## config.mk

```make
export PLATFORM = sky130hd
export DESIGN_NAME = prime_power_base_finder_core
export DESIGN_NICKNAME = d
export VERILOG_FILES = /design/src/rtl/ppbf_pkg.sv /design/src/rtl/ppbf_div.sv /design/src/rtl/ppbf_dp.sv /design/src/rtl/ppbf_ctrl.sv /design/src/rtl/prime_power_base_finder_core.sv
export VERILOG_INCLUDE_DIRS = /design/src /design/src/rtl
export SDC_FILE = /design/constraint.sdc
export NUM_CORES = 1
export LEC_CHECK = 0
export BUFFER_PORTS_ARGS = -buffer_cell sky130_fd_sc_hd__buf_2
export CAP_MARGIN = 10
export CORE_UTILIZATION = 30
export CTS_CLUSTER_DIAMETER = 50
export DETAILED_ROUTE_END_ITERATION = 7
export GPL_TIMING_DRIVEN = 0
export PLACE_DENSITY = 0.57
export SYNTH_ARGS = -nofsm -noshare
export SYNTH_HDL_FRONTEND = slang
export SYNTH_SLANG_ARGS = --single-unit
```

## constraint.sdc

```tcl
create_clock -name clk -period 8.2 [get_ports clk]
set_input_delay 1.23 -clock clk [delete_from_list [all_inputs] [get_ports clk]]
set_output_delay 1.23 -clock clk [all_outputs]
set_load 0.005 [all_outputs]
```

## src/rtl/assert_macros.svh

```systemverilog
// Assertion macros used by the core top level.
`ifndef ASSERT_MACROS_SVH
`define ASSERT_MACROS_SVH

// Check that cond implies prop in the same cycle.
`define PPBF_ASSERT_NOW(label, cond, prop, msg) \
	label: assert property (@(posedge clk) disable iff (!arst_n) (cond) |-> (prop)) \
		else $error(msg);

// Check that cond implies prop in the next cycle.
`define PPBF_ASSERT_NEXT(label, cond, prop, msg) \
	label: assert property (@(posedge clk) disable iff (!arst_n) (cond) |=> (prop)) \
		else $error(msg);

`endif

```

## src/rtl/ppbf_pkg.sv

```systemverilog
// Package with the shared constants and command/status types of the prime power base finder.
`timescale 1ns / 1ps
package ppbf_pkg;

	localparam int VALUE_BITS_DEF = 40;
	localparam int FIRST_DIVISOR  = 2;

	typedef struct packed {
		logic load_item;
		logic div_start;
		logic take_quot;
		logic next_div;
		logic take_factor;
		logic set_multi;
		logic load_out;
	} ppbf_cmd_t;

	typedef struct packed {
		logic div_done;
		logic loop_ok;
		logic rem_zero;
		logic found_one;
		logic removing;
		logic out_free;
	} ppbf_status_t;

	typedef enum logic [4:0] {
		S_IDLE   = 5'b00001,
		S_LAUNCH = 5'b00010,
		S_WAIT   = 5'b00100,
		S_CHECK  = 5'b01000,
		S_FINISH = 5'b10000
	} ppbf_state_t;

endpackage

```

## src/rtl/ppbf_div.sv

```systemverilog
// Iterative restoring divider, one quotient bit per cycle.
`timescale 1ns / 1ps
module ppbf_div #(
	parameter int VALUE_BITS = ppbf_pkg::VALUE_BITS_DEF
) (
	input  logic                  clk,
	input  logic                  arst_n,
	input  logic                  start,
	input  logic [VALUE_BITS-1:0] num,
	input  logic [VALUE_BITS-1:0] den,
	output logic                  done,
	output logic [VALUE_BITS-1:0] quot,
	output logic [VALUE_BITS-1:0] rem
);
	import ppbf_pkg::*;

	localparam int CNT_BITS = $clog2(VALUE_BITS + 1);

	logic [VALUE_BITS-1:0] rem_q;
	logic [VALUE_BITS-1:0] quo_q;
	logic [VALUE_BITS-1:0] den_q;
	logic [CNT_BITS-1:0]   cnt_q;
	logic                  busy_q;
	logic                  done_q;
	logic [VALUE_BITS:0]   trial;
	logic                  fits;

	assign trial = {rem_q, quo_q[VALUE_BITS-1]};
	assign fits  = trial >= {1'b0, den_q};

	always_ff @(posedge clk or negedge arst_n) begin
		if (!arst_n) begin
			busy_q <= 1'b0;
			done_q <= 1'b0;
			cnt_q  <= '0;
		end else begin
			done_q <= 1'b0;
			if (start) begin
				busy_q <= 1'b1;
				cnt_q  <= CNT_BITS'(VALUE_BITS);
			end else if (busy_q) begin
				cnt_q <= cnt_q - 1'b1;
				if (cnt_q == CNT_BITS'(1)) begin
					busy_q <= 1'b0;
					done_q <= 1'b1;
				end
			end
		end
	end

	always_ff @(posedge clk) begin
		if (start) begin
			rem_q <= '0;
			quo_q <= num;
			den_q <= den;
		end else if (busy_q) begin
			// shift in the next numerator bit, subtract when it fits
			rem_q <= fits ? VALUE_BITS'(trial - {1'b0, den_q}) : trial[VALUE_BITS-1:0];
			quo_q <= {quo_q[VALUE_BITS-2:0], fits};
		end
	end

	assign done = done_q;
	assign quot = quo_q;
	assign rem  = rem_q;

endmodule

```

## src/rtl/ppbf_dp.sv

```systemverilog
// Datapath: cofactor, divisor, found prime and output register around the divider.
`timescale 1ns / 1ps
module ppbf_dp #(
	parameter int VALUE_BITS = ppbf_pkg::VALUE_BITS_DEF
) (
	input  logic                   clk,
	input  logic                   arst_n,
	input  ppbf_pkg::ppbf_cmd_t    cmd,
	output ppbf_pkg::ppbf_status_t st,
	input  logic [VALUE_BITS-1:0]  value_in,
	output logic                   out_valid,
	input  logic                   out_stall,
	output logic [VALUE_BITS-1:0]  base_out
);
	import ppbf_pkg::*;

	logic [VALUE_BITS-1:0] rest_q;
	logic [VALUE_BITS-1:0] div_q;
	logic [VALUE_BITS-1:0] base_q;
	logic [VALUE_BITS-1:0] out_q;
	logic                  found_q;
	logic                  removing_q;
	logic                  multi_q;
	logic                  out_valid_q;
	logic                  div_done;
	logic [VALUE_BITS-1:0] quot;
	logic [VALUE_BITS-1:0] rem;
	logic                  rest_gt1;
	logic [VALUE_BITS-1:0] result;

	ppbf_div #(.VALUE_BITS(VALUE_BITS)) u_div (
		.clk    (clk),
		.arst_n (arst_n),
		.start  (cmd.div_start),
		.num    (rest_q),
		.den    (div_q),
		.done   (div_done),
		.quot   (quot),
		.rem    (rem)
	);

	always_ff @(posedge clk or negedge arst_n) begin
		if (!arst_n) begin
			found_q     <= 1'b0;
			removing_q  <= 1'b0;
			multi_q     <= 1'b0;
			out_valid_q <= 1'b0;
		end else begin
			if (cmd.load_item) begin
				found_q    <= 1'b0;
				removing_q <= 1'b0;
				multi_q    <= 1'b0;
			end else begin
				if (cmd.take_factor) begin
					found_q    <= 1'b1;
					removing_q <= 1'b1;
				end
				if (cmd.next_div) begin
					removing_q <= 1'b0;
				end
				if (cmd.set_multi) begin
					multi_q <= 1'b1;
				end
			end
			if (cmd.load_out) begin
				out_valid_q <= 1'b1;
			end else if (!out_stall) begin
				out_valid_q <= 1'b0;
			end
		end
	end

	always_ff @(posedge clk) begin
		if (cmd.load_item) begin
			rest_q <= value_in;
			div_q  <= VALUE_BITS'(FIRST_DIVISOR);
		end else begin
			if (cmd.take_quot || cmd.take_factor) begin
				rest_q <= quot;
			end
			if (cmd.take_factor) begin
				base_q <= div_q;
			end
			if (cmd.next_div) begin
				div_q <= div_q + 1'b1;
			end
		end
		if (cmd.load_out) begin
			out_q <= result;
		end
	end

	// a leftover cofactor above one is one more distinct prime
	assign rest_gt1 = rest_q > VALUE_BITS'(1);

	always_comb begin
		if (multi_q) begin
			result = VALUE_BITS'(1);
		end else if (found_q) begin
			result = rest_gt1 ? VALUE_BITS'(1) : base_q;
		end else begin
			result = rest_gt1 ? rest_q : VALUE_BITS'(1);
		end
	end

	assign st.div_done  = div_done;
	assign st.loop_ok   = div_q <= quot;
	assign st.rem_zero  = rem == '0;
	assign st.found_one = found_q;
	assign st.removing  = removing_q;
	assign st.out_free  = !out_valid_q || !out_stall;

	assign out_valid = out_valid_q;
	assign base_out  = out_q;

endmodule

```

## src/rtl/ppbf_ctrl.sv

```systemverilog
// Controller state machine that steps the trial division.
`timescale 1ns / 1ps
module ppbf_ctrl (
	input  logic                   clk,
	input  logic                   arst_n,
	input  logic                   in_valid,
	output logic                   in_stall,
	input  ppbf_pkg::ppbf_status_t st,
	output ppbf_pkg::ppbf_cmd_t    cmd
);
	import ppbf_pkg::*;

	ppbf_state_t state_q;
	ppbf_state_t state_d;

	always_ff @(posedge clk or negedge arst_n) begin
		if (!arst_n) begin
			state_q <= S_IDLE;
		end else begin
			state_q <= state_d;
		end
	end

	assign in_stall = state_q != S_IDLE;

	always_comb begin
		cmd     = '0;
		state_d = state_q;
		unique case (state_q)
			S_IDLE: begin
				if (in_valid) begin
					cmd.load_item = 1'b1;
					state_d       = S_LAUNCH;
				end
			end
			S_LAUNCH: begin
				cmd.div_start = 1'b1;
				state_d       = S_WAIT;
			end
			S_WAIT: begin
				if (st.div_done) begin
					state_d = S_CHECK;
				end
			end
			S_CHECK: begin
				priority if (st.removing) begin
					// keep dividing out the prime until it no longer divides
					if (st.rem_zero) begin
						cmd.take_quot = 1'b1;
					end else begin
						cmd.next_div = 1'b1;
					end
					state_d = S_LAUNCH;
				end else if (!st.loop_ok) begin
					state_d = S_FINISH;
				end else if (st.rem_zero) begin
					if (st.found_one) begin
						// second distinct prime fixes the answer
						cmd.set_multi = 1'b1;
						state_d       = S_FINISH;
					end else begin
						cmd.take_factor = 1'b1;
						state_d         = S_LAUNCH;
					end
				end else begin
					cmd.next_div = 1'b1;
					state_d      = S_LAUNCH;
				end
			end
			S_FINISH: begin
				if (st.out_free) begin
					cmd.load_out = 1'b1;
					state_d      = S_IDLE;
				end
			end
			default: begin
				state_d = S_IDLE;
			end
		endcase
	end

endmodule

```

## src/rtl/prime_power_base_finder_core.sv

```systemverilog
// Top level of the prime power base finder: controller, datapath and checks.
//
//  Channel  Signals                       Direction  Payload
//  input    in_valid / in_stall           in         value_in  [VALUE_BITS-1:0]
//  output   out_valid / out_stall         out        base_out  [VALUE_BITS-1:0]
//
// One item at a time. Each trial division passes through the bit-serial divider
// (launch, VALUE_BITS shift steps, done, check), and one item needs about
// sqrt(n) + number of prime factors such divisions, plus the load and finish steps.
// The result sits in an output register; the next item is taken while it waits.
// A finished item holds in the last state until the output register is free.
// Reset clears the controller and the valid flags; no clearing pass is needed.
`timescale 1ns / 1ps
`include "assert_macros.svh"
module prime_power_base_finder_core #(
	parameter int VALUE_BITS = ppbf_pkg::VALUE_BITS_DEF
) (
	input  logic                  clk,
	input  logic                  arst_n,
	input  logic                  in_valid,
	output logic                  in_stall,
	input  logic [VALUE_BITS-1:0] value_in,
	output logic                  out_valid,
	input  logic                  out_stall,
	output logic [VALUE_BITS-1:0] base_out
);
	import ppbf_pkg::*;

	ppbf_cmd_t    cmd;
	ppbf_status_t st;

	ppbf_ctrl u_ctrl (
		.clk      (clk),
		.arst_n   (arst_n),
		.in_valid (in_valid),
		.in_stall (in_stall),
		.st       (st),
		.cmd      (cmd)
	);

	ppbf_dp #(.VALUE_BITS(VALUE_BITS)) u_dp (
		.clk       (clk),
		.arst_n    (arst_n),
		.cmd       (cmd),
		.st        (st),
		.value_in  (value_in),
		.out_valid (out_valid),
		.out_stall (out_stall),
		.base_out  (base_out)
	);

	`PPBF_ASSERT_NEXT(a_busy_after_accept, in_valid && !in_stall, in_stall, "accepted item did not start work")
	`PPBF_ASSERT_NOW(a_load_when_free, cmd.load_out, st.out_free, "result overwrote a waiting item")
	`PPBF_ASSERT_NOW(a_result_from_work, $rose(out_valid), $past(in_stall), "result appeared without work")
	`PPBF_ASSERT_NOW(a_base_nonzero, out_valid, base_out != '0, "base of zero delivered")

endmodule

```

==> out/metrics.yaml, run 1 <==
portBuffers: 85
antenna_left: 0
max_cap_viol_count: 0
ff2ff_path_depth: 12
antenna_found_initial: 1
core-area_mm2: 0.0516
clock.fmax_mhz: 263
track_usage_pct: 17.3
worst_slew_pin_slew_ps: 873
vias: 13000
endpoint_kind: "flip-flop"
fin_skew_ps: 22.0
p_leak_nw: 7.24
hold_viol_final: 0
syn_inst: 1637
h-tree-depth: 2
synth_area_mm2: 0.0157
path_max_fanout: 6
worstReg2RegEnd: "u_dp.u_div.rem[32]"
rows: 83
yosys.area.top_type: "edfxtp_1"
syn_nets: 1765
required_ps: 8580
num-nets-final: 1892
whs_path_depth: 2
ys_warn_count: 0
cts_buffer_depth: 3
cts_buffers: 35
postSynthAreaPerCell_um2: 9.61
rsz0062_at_grt: "false"
root_buffer: "clkbuf_16"
period_share_pct: 46.3
synth_area_leaders: "edfxtp_1 38%, dfxtp_1 10%, ha_1 6.6%"
via_per_inst: 5.27
start_kind: "flip-flop"
grt_first_pass_wirelength_um: 72600
cts_setup_buffers: 0
ctsHoldBuffers: 0
cts_tree: "done"
start_util_pct: 30.5
cp.arrival_ps: 4170
power_density_mw_per_mm2: 363
cts_resized: 0
reg2reg_from: "u_dp.u_div.quot[39]"
die_w_um: 231
gp_congestion: 0.906
fin_tns_setup_ps: 0
drc: 0
grt_max_degree: 39
synthTopCellsByCount: "268 x nand2_1, 200 x edfxtp_1, 147 x o21ai_0"
hpwl_um: 35700
crit_type: "flip-flop to flip-flop"
die_h_um: 231
routedWlPerCell_um: 18.9
design_area_mm2: 0.0183
synth_edf_count: 200
holdWs_ps: 511
yosys.cell_types.count: 69
clk_pin_slew_worst_paths_ps: 60
ios: 86
status: "complete, no violations"
finalCriticalPeriod_ps: 3800
hold_end: "u_dp.u_div.rem[14]"
placed_area_mm2: 0.0172
synth_flop_cell: "edfxtp_1"
cts.sinks: 297
r2r_slack_ps: 4400
final_max_slew_viol_count: 0
hp-class: "flip-flop to flip-flop"
drive_above_1_share_pct: 9.17
slew_headroom_pct: 40.3
yosysMostFrequentCell: "nand2_1"
synth_seq_cells: 297
setup_viol: 0
first_pass_iters: 5
yosysSeqAreaShare_pct: 51.0
num-fill-cells: 5187
dieArea_mm2: 0.0534
drt_iter0_drc: 959
synth.top_cell.area_share_pct: 38.2
routed_wirelength_um: 46700
synthArstFlopShare_pct: 5.72
clock_latency_ps: 520
ir_worst_vdd_uv: 162
gr-total-overflow: 0
worstHoldStart: "u_dp.u_div.rem[13]"
area_delta_synth_final_pct: 16.1
first_global_vias: 12800
[final cells by class]
type | instances | area (um^2) | share of cell area, %
Clock buffer | 41 | 951 | 5.20
Buffer | 86 | 349 | 1.91
Antenna cell | 1 | 2.50 | 0.0137
Clock inverter | 21 | 170 | 0.931
Sequential cell | 297 | 8030 | 44.0
Timing Repair Buffer | 90 | 533 | 2.92
Inverter | 103 | 387 | 2.12
Multi-Input combinational cell | 1151 | 7000 | 38.3
Tap cell | 680 | 851 | 4.65
[report_power, final]
group	total (W)	switching, W	internal [W]
clock network	0.00153	0.000631	0.000897
logic	0.00276	0.00173	0.00103
registers	0.00235	0.000260	0.00209
total	0.00664	0.00262	0.00402
[worst max path at each step]
stage,start,to,cells past startpoint
final,u_dp.u_div.quot[39],u_dp.u_div.rem[32],12
after CTS,u_dp.u_div.quot[39],u_dp.u_div.rem[32],12
after floorplan,u_dp.u_div.quot[1],u_dp.rest_q[0],11
after detailed placement,u_dp.u_div.quot[39],u_dp.u_div.rem[32],12
after global routing,u_dp.u_div.quot[39],u_dp.u_div.rem[32],12
after global placement,u_dp.div_q[1],u_dp.rest_q[36],10
[critical path, stage by stage, from the launching register on]
cell	delay [ps]
edfxtp_1	450
inv_1	240
ha_1	230
fa_1	220
nor2b_1	70
o31a_1	270
o31ai_1	410
a21oi_1	220
o21ai_0	490
a21boi_1	350
or4_1	500
nand4_1	100
a31oi_1	80
[stage by stage]
step	setup slack (ps)	util, %	cells	total power, W
floorplan	2980	-	1637	0.00428
global placement	761	33.0	2402	0.00504
detailed placement	4520	33.2	2407	0.00509
CTS	4500	35.4	2469	0.00664
global route	4260	35.4	2469	0.00707
finish	4400	35.4	2470	0.00664
[kinds of logic (layout without fill, tap and decap cells)]
logic type | after synthesis | in the layout | synth area share [%]
AOI/OAI and AO/OA | 417 | 417 | 15.8
xor gates and xnor gates | 32 | 32 | 1.78
adders and majority gates | 84 | 84 | 6.73
buffers and inverters | 189 | 341 | 4.67
DFF | 297 | 297 | 51.0
muxes | 33 | 33 | 2.11
other | 0 | 1 | 0
and+or+nand+nor | 585 | 585 | 17.9
[registers in the layout (all words and copies together), names as in the netlist, 5 cells and up]
| signal | count |
|---|---|
| u_dp.rest_q | 40 |
| u_dp.base_q | 40 |
| u_dp.u_div.den_q | 40 |
| u_dp.div_q | 40 |
| u_dp.base_out | 40 |
| u_dp.u_div.cnt_q | 6 |
| u_ctrl.state_q | 5 |
| u_dp.u_div.rem | 40 |
| u_dp.u_div.quot | 40 |
[cells in the final DEF (no fill, tap or decap), drive strengths merged, types with 5 or more instances in the layout]
cell type and instances:
nor2b 7, o31ai 5, inv 104, and3 14, dfrtp 16, nand3 78
o211ai 23, clkbuf 117, ha 83, nor3b 5, dfxtp 80, and4 6
nand2b 24, o21a 10, or4 25, nor3 28, or3 8, nand3b 5
a31oi 35, and2 8, o21ai 155, buf 100, clkinv 16, a21o 47
a21oi 103, nor2 44, mux2i 31, nand4 34, xor2 12, edfxtp 200
nor4 26, a211oi 5, nand2 268, xnor2 20
[per-layer routing]
metal	vias up	routed length [um]	global-route usage (%)
li1	6247	-	-
met3	96	2080	2.17
met4	2	1550	6.13
met1	6271	20700	22.2
met2	393	22400	29.9
met5	-	8	0
No activity file was read; power rests on OpenSTA's default activity.
==> run 2, diff against run 1 <==
Clock period 8.2 ns to 3.6 ns, I/O delays scaled along.
==> run 2 against run 1 <==
Compared with the run above:
- utilization up 0.43 points
- global-route usage up 0.23 points
- clock power up 140%
- final cell count up 0.32%
- critical path depth up 1
- power up 130%
- worst setup slack worse by 4300 ps
- wire length up 1.6%
- combinational power up 130%
- die area unchanged
- largest cell class unchanged
- highest routed layer is now met4
==> out/metrics.yaml, run 2 (synthesis gave the netlist of run 1 again) <==
mostFrequentLayoutCell: "nand2_1"
gr-total-overflow: 0
hpwl_um: 35800
root_buffer: "clkbuf_16"
final_max_slew_viol_count: 0
crit_path_start: "u_dp.u_div.den_q[22]"
grt_first_pass_wirelength_um: 73500
p_sw_w: 0.00610
start_kind: "flip-flop"
antenna_left: 0
hold_viol_final: 0
required_ps: 4040
path_max_fanout: 10
power.share.switching_pct: 39.6
finish.utilization_pct: 35.8
ir_worst_vdd_uv: 349
clock.fmax_mhz: 285
vias: 13000
p_leak_nw: 7.32
worstHoldStart: "value_in[24]"
track_usage_pct: 17.5
endpoint_kind: "flip-flop"
worstReg2RegEnd: "u_dp.u_div.rem[38]"
clockPowerShare_pct: 23.6
die_h_um: 231
die_w_um: 231
hold_end: "u_dp.rest_q[24]"
ff2ff_path_depth: 13
fin_skew_ps: 38.4
start_util_pct: 30.5
finalCriticalPeriod_ps: 3510
via_per_inst: 5.27
drive_above_1_share_pct: 10.2
routed_wirelength_um: 47500
path_common_cell: "buf_4"
crit_type: "flip-flop to flip-flop"
combPwrFrac_pct: 41.7
hp-class: "input pin to flip-flop"
core-area_mm2: 0.0516
ios: 86
area_delta_synth_final_pct: 17.5
final_cell_mix: "267 x nand2_1, 200 x edfxtp_1, 144 x o21ai_0, 101 x inv_1, 101 x a21oi_1"
max_cap_viol_count: 0
internal_power_w: 0.00931
setup_slack_ps: 86.4
crit_chain: "inv_1 > ha_1 > clkbuf_1 > nand4_1 > or4_1 > a211oi_4 > o21ai_1 > a21oi_4 > or2_1 > buf_4 > buf_4 > nand3_1 > a31oi_1"
first_pass_iters: 5
r2r_slack_ps: 90
rows: 83
cts.sinks: 297
period_share_pct: 97.6
drt_iter0_drc: 1050
slew_headroom_pct: 40.3
antenna_cells: 0
num-nets-final: 1899
cts_buffers: 36
h-tree-depth: 2
clk_pin_slew_worst_paths_ps: 60
clock_latency_ps: 540
first_global_vias: 12900
whs_path_depth: 3
cts_buffer_depth: 3
setup_viol: 0
cp.arrival_ps: 3950
slowest_delay_ps: 630
grt_max_degree: 39
drc: 0
portBuffers: 85
cp_slowest_cell: "or4_1"
status: "complete, no violations"
dieArea_mm2: 0.0534
antenna_found_initial: 0
power_density_mw_per_mm2: 833
seq_power_share_pct: 34.7
routedWlPerCell_um: 19.2
cts_tree: "done"
num-fill-cells: 5198
place_ws_ps: -75.3
reg2reg_from: "u_dp.u_div.den_q[22]"
worst_slew_pin_slew_ps: 886
gp_congestion: 0.922
run 2: cell count changes in the layout (fill, tap and decap cells not counted), sizes merged, moves of 2 or more:
| cell | change |
|---|---|
| buf | +7 |
| clkinv | -4 |
| clkbuf | -3 |
| inv | +3 |
| clkinvlp | +2 |
run 2: layout make-up:
type | instances | area, um^2 | area share (%)
flip-flops and latches | 297 | 8030 | 43.4
multi-input cells | 1153 | 7060 | 38.2
clock buffers | 42 | 955 | 5.16
well taps | 680 | 851 | 4.60
repair buffers | 97 | 636 | 3.44
inverters | 103 | 387 | 2.09
plain buffers | 83 | 343 | 1.85
clock inverters | 23 | 229 | 1.24
run 2: per-layer routing:
metal / GRT usage (%) / up-vias / routed length (um)
li1: - / 6267 / -
met3: 2.13 / 82 / 2380
met1: 22.7 / 6271 / 20700
met2: 30.1 / 427 / 22900
met5: 0 / - / 0
met4: 6.04 / 0 / 1470
run 2: what timing repair did:
item / CTS / global route
hold buffers: 1 / 0
gates resized for setup: 5 / 16
setup endpoints to repair: 66 / 98
hold endpoints to repair: 16 / 0
gates cloned: 1 / 1
buffers inserted: 1 / 4
pin swaps: 1 / 2
run 2: worst max-delay path by stage:
stage / endpoint / cells after the start
CTS: u_dp.u_div.rem[38] / 13
detailed placement: u_dp.u_div.rem[23] / 12
finish: u_dp.u_div.rem[38] / 13
global route: u_dp.u_div.rem[15] / 13
global placement: u_dp.base_out[6] / 3
floorplan: u_dp.base_q[0] / 11
run 2: per-stage QoR:
stage | hold WS (ps) | TNS [ps] | instances | instance area (um^2) | total power (W)
finish | 275 | 0 | 2478 | 18500 | 0.0154
global route | 285 | -28.6 | 2478 | 18500 | 0.0164
floorplan | 244 | 0 | 1637 | 15700 | 0.00975
detailed placement | 497 | -1620 | 2408 | 17200 | 0.0116
CTS | 259 | 0 | 2475 | 18400 | 0.0153
global placement | 493 | -176340 | 2402 | 17000 | 0.0115
run 2: power by group through the flow:
stage          Clock [W]  Combinational [W]  Sequential [W]
2_1_floorplan          0            0.00455         0.00520
3_3_place_gp           0            0.00605         0.00542
3_5_place_dp           0            0.00621         0.00541
4_1_cts          0.00369            0.00632         0.00534
5_1_grt          0.00382            0.00713         0.00544
6_report         0.00363            0.00642         0.00535
run 2: worst max-delay path, delay by kind of cell (launching register included):
family                     cells  cell delay (ps)
buffers and inverters          4              790
and+or+nand+nor                4             1120
adders and majority gates      1              280
DFF                            1              320
AOI/OAI and AO/OA              4              930
==> run 3, diff against run 2 <==
Settings changed: BUFFER_PORTS_ARGS -buffer_cell sky130_fd_sc_hd__buf_2 to unset, DONT_BUFFER_PORTS set to 1, PLACE_DENSITY 0.57 to 0.56, REMOVE_ABC_BUFFERS set to 1.
==> run 3 against run 2 <==
Compared with the run above:
- worst setup slack improved by 100 ps
- flip-flop and latch count did not move
- via count fell by 6.1%
- combinational power fell by 7.2%
- maximum frequency rose by 3.0%
- sequential power rose by 0.9%
- clock skew fell by 11 ps
- first-iteration DRC count fell by 20%
- largest cell class unchanged
==> out/metrics.yaml, run 3 (synthesis gave the netlist of run 1 again) <==
cp_slowest_cell: "nor2_4"
endpoint_kind: "flip-flop"
antenna_found_initial: 0
path_common_cell: "a21o_1"
clock_latency_ps: 530
die_w_um: 231
hp-class: "input pin to flip-flop"
seq_power_share_pct: 36.7
p_leak_nw: 6.86
slew_headroom_pct: 41.7
fin_tns_setup_ps: 0
vias: 12300
first_global_vias: 12300
rows: 83
cp.arrival_ps: 3770
core-area_mm2: 0.0516
crit_chain: "ha_1 > a21o_1 > a21o_1 > a21o_1 > a21oi_1 > o21ai_0 > or4_4 > nor2_4 > or3_1 > a31oi_1"
grt_max_degree: 89
first_pass_iters: 5
dieArea_mm2: 0.0534
slowest_delay_ps: 720
cts_tree: "done"
die_h_um: 231
ios: 86
routedWlPerCell_um: 18.6
start_util_pct: 30.5
fin_skew_ps: 27.2
gr-total-overflow: 0
cts.sinks: 297
finish.utilization_pct: 34.3
drive_above_1_share_pct: 6.19
hpwl_um: 30200
mostFrequentLayoutCell: "nand2_1"
required_ps: 3960
cts_buffers: 34
p_sw_w: 0.00573
setup_viol: 0
routed_wirelength_um: 43100
power_density_mw_per_mm2: 829
area_delta_synth_final_pct: 12.6
start_kind: "flip-flop"
finalCriticalPeriod_ps: 3410
p_total_w: 0.0147
rsz0062_at_grt: "true"
num-nets-final: 1737
drc: 0
num-fill-cells: 5218
max_cap_viol_count: 0
worst_slew_pin_slew_ps: 872
status: "complete, no violations"
ir_worst_vdd_uv: 387
track_usage_pct: 16.1
clock.fmax_mhz: 293
combPwrFrac_pct: 40.5
drt_iter0_drc: 842
path_max_fanout: 32
via_per_inst: 5.30
clockPowerShare_pct: 22.7
antenna_left: 0
crit_type: "flip-flop to flip-flop"
final_max_slew_viol_count: 0
period_share_pct: 94.8
internal_power_w: 0.00896
final_cell_mix: "267 x nand2_1, 200 x edfxtp_1, 143 x o21ai_0, 101 x a21oi_1, 100 x inv_1"
clk_pin_slew_worst_paths_ps: 70
holdWs_ps: 199
h-tree-depth: 2
cts_buffer_depth: 3
antenna_cells: 0
power.share.switching_pct: 39.0
root_buffer: "clkbuf_16"
portBuffers: 0
hold_viol_final: 0
placed_area_mm2: 0.0166
design_area_mm2: 0.0177
grt_first_pass_wirelength_um: 68900
gp_congestion: 0.892
## run 3: cell types whose count changed in the layout (fill, tap and decap cells not counted), sizes merged, moves of 2 or more
cell	before	now
clkinv	12	10
buf	107	20
clkbuf	114	44
clkinvlp	4	2
bufinv	3	0
## run 3: power by group through the flow
stage	Sequential (W)	Clock, W	Combinational (W)
after floorplan	0.00527	0	0.00436
after global routing	0.00549	0.00353	0.00675
after global placement	0.00553	0	0.00563
after CTS	0.00538	0.00340	0.00596
after detailed placement	0.00545	0	0.00587
final	0.00540	0.00334	0.00596
## run 3: cell type report
type	instances	area, um^2	area share [%]
flip-flops and latches	297	8040	45.4
multi-input cells	1152	7050	39.8
clock buffers	44	950	5.36
well taps	680	851	4.80
inverters	103	390	2.20
repair buffers	21	337	1.90
clock inverters	15	106	0.600
## run 3: repair_timing
action	CTS	global route
cloned	1	0
pin swaps	1	1
setup buffers	2	2
hold endpoints to repair	17	0
gates resized for setup	3	6
hold buffers	1	0
endpoints found under the setup margin	117	73
## run 3: final timing paths
check / cells after the start / end / slack [ps] / start
worst max-delay path: 10 / u_dp.u_div.rem[28] / 190 / u_dp.u_div.rem[33]
worst min-delay path: 2 / u_dp.rest_q[28] / 200 / value_in[28]
worst max register to register: 10 / u_dp.u_div.rem[28] / 190 / u_dp.u_div.rem[33]
worst min register to register: 1 / u_ctrl.state_q[2] / 480 / u_dp.u_div.done
max in group asynchronous: 1 / u_dp.multi_q / 2500 / arst_n
min in group asynchronous: 1 / u_dp.removing_q / 550 / arst_n
## run 3: layer usage
layer  global-route usage (%)  wire, um  vias up
li1                         -         -     5928
met2                     27.4     20500      287
met5                        0         0        -
met3                     2.13      1680       86
met4                     6.46      1510        0
met1                     20.5     19300     5954
## run 3: stage by stage
step / std cells / setup slack (ps)
floorplan: 1551 / -1620
global placement: 2231 / -4790
detailed placement: 2247 / -378
CTS: 2310 / 22.3
global route: 2312 / -25.0
finish: 2312 / 189
## run 3: worst max-delay path, delay by kind of cell, from the launching register on
family / cells / cell delay (ps)
and+or+nand+nor: 3 / 1540
adders and majority gates: 1 / 320
AOI/OAI and AO/OA: 6 / 960
DFF: 1 / 410
